## config.mk

```make
export PLATFORM = sky130hd
export DESIGN_NAME = sme_divider
export DESIGN_NICKNAME = d
export VERILOG_FILES = /design/src/rtl/assert_macros.svh /design/src/rtl/sme_pkg.sv /design/src/rtl/sme_divider.sv
export SDC_FILE = /design/constraint.sdc
export NUM_CORES = 1
export LEC_CHECK = 0
export ABC_AREA = 1
export BUFFER_PORTS_ARGS = -buffer_cell sky130_fd_sc_hd__clkbuf_2
export CAP_MARGIN = 20
export CORE_AREA = 5 5 107 129
export DETAILED_ROUTE_END_ITERATION = 16
export DIE_AREA = 0 0 112 134
export GPL_TIMING_DRIVEN = 0
export PLACE_DENSITY = 0.63
export SLEW_MARGIN = 30
export SYNTH_ARGS = -nofsm -noshare
export SYNTH_HDL_FRONTEND = slang
export SYNTH_SLANG_ARGS = --single-unit
```

## constraint.sdc

```tcl
create_clock -name clock -period 2.07 [get_ports clock]
set_input_delay 0.414 -clock clock [delete_from_list [all_inputs] [get_ports clock]]
set_output_delay 0.414 -clock clock [all_outputs]
set_load 0.1 [all_outputs]
```

## src/rtl/assert_macros.svh

```systemverilog
// Assertion macros, included by the executor top level.
// No dependencies.
`ifndef ASSERT_MACROS_SVH
`define ASSERT_MACROS_SVH
// Implication checked every clock, masked by reset.
`define ASSERT_IMPL(label, clk, rst, pre, post) \
   label: assert property (@(posedge clk) disable iff (rst) (pre) |-> (post)) \
      else $error("assertion failed");
// Next-cycle implication, masked by reset.
`define ASSERT_NEXT(label, clk, rst, pre, post) \
   label: assert property (@(posedge clk) disable iff (rst) (pre) |=> (post)) \
      else $error("assertion failed");
`endif

```

## src/rtl/sme_pkg.sv

```systemverilog
// Package for the stack machine executor: types, codes and constants.
// No dependencies.
package sme_pkg;
   localparam int MemDepth = 1024;
   localparam int AddrBits = $clog2(MemDepth);

   localparam logic [7:0] OP_POP   = 8'd0;
   localparam logic [7:0] OP_IPOP  = 8'd1;
   localparam logic [7:0] OP_PUSH  = 8'd2;
   localparam logic [7:0] OP_IPUSH = 8'd3;
   localparam logic [7:0] OP_PUSHI = 8'd4;
   localparam logic [7:0] OP_JMP   = 8'd5;
   localparam logic [7:0] OP_JNZ   = 8'd6;
   localparam logic [7:0] OP_CALL  = 8'd7;
   localparam logic [7:0] OP_RET   = 8'd8;
   localparam logic [7:0] OP_READ  = 8'd9;
   localparam logic [7:0] OP_WRITE = 8'd10;
   localparam logic [7:0] OP_ALU   = 8'd11;
   localparam logic [7:0] OP_RND   = 8'd12;
   localparam logic [7:0] OP_DUP   = 8'd13;
   localparam logic [7:0] OP_HALT  = 8'd99;

   localparam logic [3:0] ALU_EQ  = 4'd0;
   localparam logic [3:0] ALU_NE  = 4'd1;
   localparam logic [3:0] ALU_GE  = 4'd2;
   localparam logic [3:0] ALU_LE  = 4'd3;
   localparam logic [3:0] ALU_GT  = 4'd4;
   localparam logic [3:0] ALU_LT  = 4'd5;
   localparam logic [3:0] ALU_OR  = 4'd6;
   localparam logic [3:0] ALU_XOR = 4'd7;
   localparam logic [3:0] ALU_AND = 4'd8;
   localparam logic [3:0] ALU_NOT = 4'd9;
   localparam logic [3:0] ALU_ADD = 4'd10;
   localparam logic [3:0] ALU_SUB = 4'd11;
   localparam logic [3:0] ALU_MUL = 4'd12;
   localparam logic [3:0] ALU_DIV = 4'd13;
   localparam logic [3:0] ALU_MOD = 4'd14;
   localparam logic [3:0] ALU_NEG = 4'd15;

   localparam logic [2:0] ST_RUN     = 3'd0;
   localparam logic [2:0] ST_HALT    = 3'd1;
   localparam logic [2:0] ST_ACCESS  = 3'd2;
   localparam logic [2:0] ST_OPCODE  = 3'd3;
   localparam logic [2:0] ST_BADOP   = 3'd4;
   localparam logic [2:0] ST_PCOUT   = 3'd5;
   localparam logic [2:0] ST_IGNORED = 3'd6;
   localparam logic [2:0] ST_DIVZERO = 3'd7;

   localparam logic CSR_MEM_WORDS = 1'b0;
   localparam logic CSR_PROG_LEN  = 1'b1;

   typedef struct packed {
      logic [7:0]         opcode;
      logic signed [15:0] operand;
      logic signed [15:0] input_value;
      logic [14:0]        random_value;
   } req_type;

   typedef struct packed {
      logic signed [15:0] next_pc;
      logic               write_valid;
      logic signed [15:0] write_value;
      logic [2:0]         status;
      logic signed [11:0] stack_level;
   } rsp_type;

   typedef enum logic [3:0] {
      S_IDLE, S_DISPATCH, S_POP, S_POPWAIT, S_RDMEM, S_RDWAIT,
      S_EXEC, S_DIVWAIT, S_PUSH, S_STORE, S_FINISH, S_RESP
   } state_type;

   typedef struct packed {
      logic        start;
      logic        is_mod;
      logic [15:0] num;
      logic [15:0] den;
   } div_req_type;

   typedef struct packed {
      logic        done;
      logic [15:0] result;
   } div_rsp_type;
endpackage

```

## src/rtl/sme_divider.sv

```systemverilog
// Iterative signed divider, one quotient bit per cycle, truncating.
// Depends on sme_pkg.
module sme_divider (
   input  logic                 clock,
   input  logic                 reset,
   input  sme_pkg::div_req_type div_req,
   output sme_pkg::div_rsp_type div_rsp
);
   logic        busy_ff, busy_in;
   logic [4:0]  count_ff, count_in;
   logic [15:0] quot_ff, quot_in;
   logic [16:0] rem_ff, rem_in;
   logic [15:0] den_ff, den_in;
   logic        qneg_ff, qneg_in, rneg_ff, rneg_in, mod_ff, mod_in;
   logic        done_ff, done_in;
   logic [16:0] trial;
   logic [15:0] q_res, r_res;

   always_comb begin
      busy_in  = busy_ff;
      count_in = count_ff;
      quot_in  = quot_ff;
      rem_in   = rem_ff;
      den_in   = den_ff;
      qneg_in  = qneg_ff;
      rneg_in  = rneg_ff;
      mod_in   = mod_ff;
      done_in  = 1'b0;
      trial    = {rem_ff[15:0], quot_ff[15]} - {1'b0, den_ff};
      if (div_req.start) begin
         busy_in  = 1'b1;
         count_in = 5'd16;
         quot_in  = div_req.num[15] ? 16'(-div_req.num) : div_req.num;
         den_in   = div_req.den[15] ? 16'(-div_req.den) : div_req.den;
         rem_in   = '0;
         qneg_in  = div_req.num[15] ^ div_req.den[15];
         rneg_in  = div_req.num[15];
         mod_in   = div_req.is_mod;
      end else if (busy_ff) begin
         if (!trial[16]) begin
            rem_in = trial;
         end else begin
            rem_in = {rem_ff[15:0], quot_ff[15]};
         end
         quot_in  = {quot_ff[14:0], !trial[16]};
         count_in = count_ff - 5'd1;
         if (count_ff == 5'd1) begin
            busy_in = 1'b0;
            done_in = 1'b1;
         end
      end
   end

   always_ff @(posedge clock) begin
      if (reset) begin
         busy_ff <= 1'b0;
         done_ff <= 1'b0;
         count_ff <= '0;
      end else begin
         busy_ff  <= busy_in;
         done_ff  <= done_in;
         count_ff <= count_in;
      end
      quot_ff <= quot_in;
      rem_ff  <= rem_in;
      den_ff  <= den_in;
      qneg_ff <= qneg_in;
      rneg_ff <= rneg_in;
      mod_ff  <= mod_in;
   end

   assign q_res = qneg_ff ? 16'(-quot_ff) : quot_ff;
   assign r_res = rneg_ff ? 16'(-rem_ff[15:0]) : rem_ff[15:0];
   assign div_rsp.done   = done_ff;
   assign div_rsp.result = mod_ff ? r_res : q_res;
endmodule

```

==> Word level (Yosys, flattened, before mapping) <==
Cells that the tools add are included.
{ "word_totals": {"output_inout_bits": 17, "ff_bits": 58, "inputBits": 36, "wordCells": 38} }
{ "op_classes": {"reduce_logical": 4, "add_sub_neg": 6, "eq_ne": 1, "muxes": 14, "bitwise_logic": 2} }
{ "op_table": {"columns": ["op", "n"], "rows": [
  ["16-bit 2-to-1 mux", 7],
  ["16-bit negator", 4],
  ["17-bit by 16-bit subtractor with 17-bit output", 1],
  ["15-bit 2-to-1 mux", 1],
  ["5-bit 2-to-1 mux", 2],
  ["5-bit by 1-bit == test with 1-bit output, second input constant", 1],
  ["5-bit by 1-bit subtractor with 5-bit output, second input constant", 1],
  ["1-bit 2-to-1 mux", 4],
  ["3-bit OR reduction", 1],
  ["2-bit nonzero test", 1],
  ["2-bit OR reduction", 1],
  ["1-bit zero test", 1],
  ["1-bit NOT", 1],
  ["1-bit bitwise XOR", 1]
]} }

==> Longest topological paths before layout <==
{ "depth": {"ltp_word": 4, "mapped_depth": 16, "mapped_depth_nobuf": 16} }

==> Least setup slack after synthesis <==
No wires, ideal clock.
{ "synth_path": {"path_kind": "register to output", "startpoint": "reg rem_ff[0]", "endpoint": "out div_rsp[10] (netlist name)", "path_stages_with_launch": 11, "path_buffers": 0, "t_required_ns": 1.656, "setup_slack_ns": -1.837, "arrival_ns": 3.493, "path_cell_list": "dfxtp_1 -> inv_1 -> ha_1 -> inv_1 -> nor3_1 -> nand3_1 -> nor3_2 -> nand2_1 -> nand3_1 -> nand2_1 -> o21ai_0"} }
{ "synth_rtl": {"columns": ["element", "line_no", "text"], "rows": [
  ["from (decl)", "sme_divider.sv:12", "logic [16:0] rem_ff, rem_in;"],
  ["from (signal assigned)", "sme_divider.sv:65", "rem_ff <= rem_in;"],
  ["to (decl)", "sme_divider.sv:7", "output sme_pkg::div_rsp_type div_rsp"]
]} }

==> flow_summary.ini <==
[clocking]
clkSinkCount = 58
h-tree-depth = 3
root_buffer = clkbuf_16
cts_buffers = 9
clk_pin_slew_ns = 0.05
postCtsHoldBufs = 0
insertion_delay_ns = 0.33
ctsLongestPathBuffers = 2
tritoncts = built

[placed_design]
port-buffer-count = 52
gp_congestion = 0.868
dp_hpwl_um = 10000
place_area_sq_um = 5550

[grt]
antenna_found_initial = 0
grt_overflow_total = 0
met3_usage_pct = 3.38
grt_pass1_vias = 4764
grt_pass1_wl_um = 22300
grt_busiest_layer = met2
grtUsageMet1_pct = 21.7
grt_max_degree = 21
use_met2_pct = 33.4
gr-usage-all-layers_pct = 18.3

[detailed_routing]
vias_per_cell = 4.94
drc_errors = 0
avgRoutedWirePerCell_um = 13.5
num_vias = 5100
antenna_left = 0
drt_iter0_markers = 288
first_pass_iters = 4
drt_wl_total_um = 13900

[die]
die_y_um = 134
design.core.area_sq_um = 12400
dieArea_sq_um = 15000
fp-row-count = 45
pin_count = 53
die_x_um = 112
initial_utilization_pct = 39.2

[logic_synthesis]
syn_nets = 820
netlist_instances = 761
synth_cell_types = 39
synthFlopType = edfxtp_1
seq_area_frac_synth_pct = 31.0
syn_avg_cell_area_sq_um = 6.41
synth-async-reset-ratio_pct = 0
synth_seq_cells = 58
syn_area_sq_um = 4880
yosysWarnings = 0
synth-edff-count = 35

[finish]
fillCellCount = 1174
register_area_sq_um = 1530
area_growth_pct = 40.2
drive_above_1_share_pct = 25.7
multiInputGateArea_sq_um = 3290
fin_nets = 922
layout_commonest_cell = nand2_1
antennaDiodeCount = 0
fin_area_sq_um = 6840
mostFrequentLayoutCells = 205 x nand2_1, 123 x inv_1, 52 x nor2_1

[timing]
fin_ws_ns = -0.476
slew_viol_final = 0
period_needed_ns = 2.55
slew_headroom_pct = 62.9
timing.hold.ws_ns = 0.254
post-route-period-util_pct = 123
grt_setup_unrepaired = yes
setup_viol_count_final = 29
hold_violations = 0
worstMarginPinSlew_ns = 0.554
finClkSkew_ns = 0.00511
max_freq_mhz = 393

[setup_path]
critPathSlowestCell = dfxtp_4
critPathRequiredTime_ns = 1.66
worst_path_largest_cell_delay_ns = 0.36
cp-start-kind = register
criticalPathCategory = register to output port
ff2ff_path_depth = 13
critical_path.endpoint_type = output port
crit_path_cell_trace = inv_4, ha_4, inv_2, nor3_4, nand3_2, nor3_4, buf_4, o21ai_0, nand2_1, o21ai_4, clkbuf_16
crit_fanout = 4
crit_path_frequent_cell = nor3_4
cp.arrival_ns = 2.13

[worst_hold_path]
min_path_cells = 2
min_path_type = primary input to register

[power]
p_int_w = 0.00284
p_clk_share_pct = 33.3
switching_share_pct = 35.3
vdd_drop_max_uv = 497
switchingPower_w = 0.00155
p_leak_nw = 3.39
pwr_density_cell_nw_per_um2 = 641
power.share.sequential_pct = 31.4
power_frac_comb_pct = 35.3

[flow_run]
drv_cap = 0

[status]
run_status = finished, violations left
violations = setup timing
## Yosys cell counts, types with 2 or more instances
master / count / area (sq um)
a21oi_1: 28 / 140
a31oi_1: 2 / 12.5
and3_1: 2 / 12.5
buf_6: 2 / 22.5
clkbuf_1: 13 / 48.8
clkinv_1: 2 / 7.51
dfxtp_1: 23 / 460
edfxtp_1: 35 / 1050
ha_1: 22 / 275
inv_1: 134 / 503
nand2_1: 229 / 860
nand2_2: 3 / 18.8
nand3_1: 65 / 325
nand4_1: 13 / 81.3
nor2_1: 56 / 210
nor2_2: 3 / 18.8
nor3_1: 23 / 115
nor4_1: 2 / 12.5
o211ai_1: 3 / 22.5
o21ai_0: 49 / 245
o22ai_1: 3 / 18.8
o31ai_1: 4 / 30.0
o32ai_1: 2 / 17.5
xnor2_1: 9 / 78.8
xor2_1: 20 / 175
## per-layer routing
metal,vias up,wire [um]
met3,21,541
li1,2654,-
met4,0,245
met2,110,7190
met5,-,0
met1,2315,5960
## critical path: cells and delay by family (launching register included)
family,cells,cell delay (ns)
buf+inv,4,0.49
flops,1,0.36
fa+ha+maj,1,0.12
compound gates,2,0.14
simple gates,4,0.68
## timing repair
| item | CTS | global route |
|---|---|---|
| pin swaps | 24 | 20 |
| gates resized for setup | 126 | 49 |
| setup buffers | 33 | 9 |
| setup endpoints to repair | 54 | 33 |
| endpoints found under the hold margin | 0 | 0 |
| cloned | 2 | 0 |
## worst paths after layout
check	from	end	slack, ns
worst max-delay path	rem_ff[0]$_SDFFE_PP0P_	div_rsp[8]	-0.48
worst min-delay path	reset	count_ff[4]$_SDFFE_PP0P_	0.25
worst max register to register	rem_ff[1]$_SDFFE_PP0P_	quot_ff[0]$_DFFE_PP_	-0.14
worst min register to register	count_ff[4]$_SDFFE_PP0P_	count_ff[4]$_SDFFE_PP0P_	0.47
## state kept, by name, summed over array words and instances (netlist names)
signal / count
den_ff: 16
quot_ff: 16
rem_ff: 16
count_ff: 5
busy_ff: 1
done_ff: 1
mod_ff: 1
qneg_ff: 1
rneg_ff: 1
## layout make-up
type	count	area share, %
flip-flops and latches	58	22.3
well taps	164	3.00
clock inverters	5	0.805
plain buffers	16	1.70
clock buffers	11	3.40
inverters	136	7.61
repair buffers	93	13.1
multi-input cells	549	48.1
## cell families after synthesis
| family | Yosys count | synth area share [%] |
|---|---|---|
| XOR/XNOR | 29 | 5.21 |
| adder cells (fa/ha/maj) | 23 | 6.06 |
| buffers and inverters | 154 | 12.3 |
| AND/OR/NAND/NOR | 402 | 34.9 |
| flip-flops | 58 | 31.0 |
| AO/OA/AOI/OAI | 95 | 10.6 |
## per-stage QoR
stage	setup TNS, ns	cells	utilization, %	power, W	setup slack [ns]
global placement	-21.53	977	44.6	0.00256	-0.577
CTS	-4.10	1026	53.2	0.00432	-0.481
finish	-5.75	1032	55.0	0.00439	-0.476
detailed placement	-22.96	977	44.6	0.00257	-0.594
floorplan	-0.709	761	-	0.00232	-0.276
global route	-8.78	1032	55.0	0.00459	-0.595
## power groups by stage
stage	Sequential (W)	Clock (W)	Combinational (W)
detailed placement	0.00140	0	0.00116
floorplan	0.00139	0	0.000930
CTS	0.00137	0.00148	0.00147
global route	0.00138	0.00154	0.00167
finish	0.00138	0.00146	0.00155
global placement	0.00140	0	0.00116
Power figures use the tool's default switching activity.
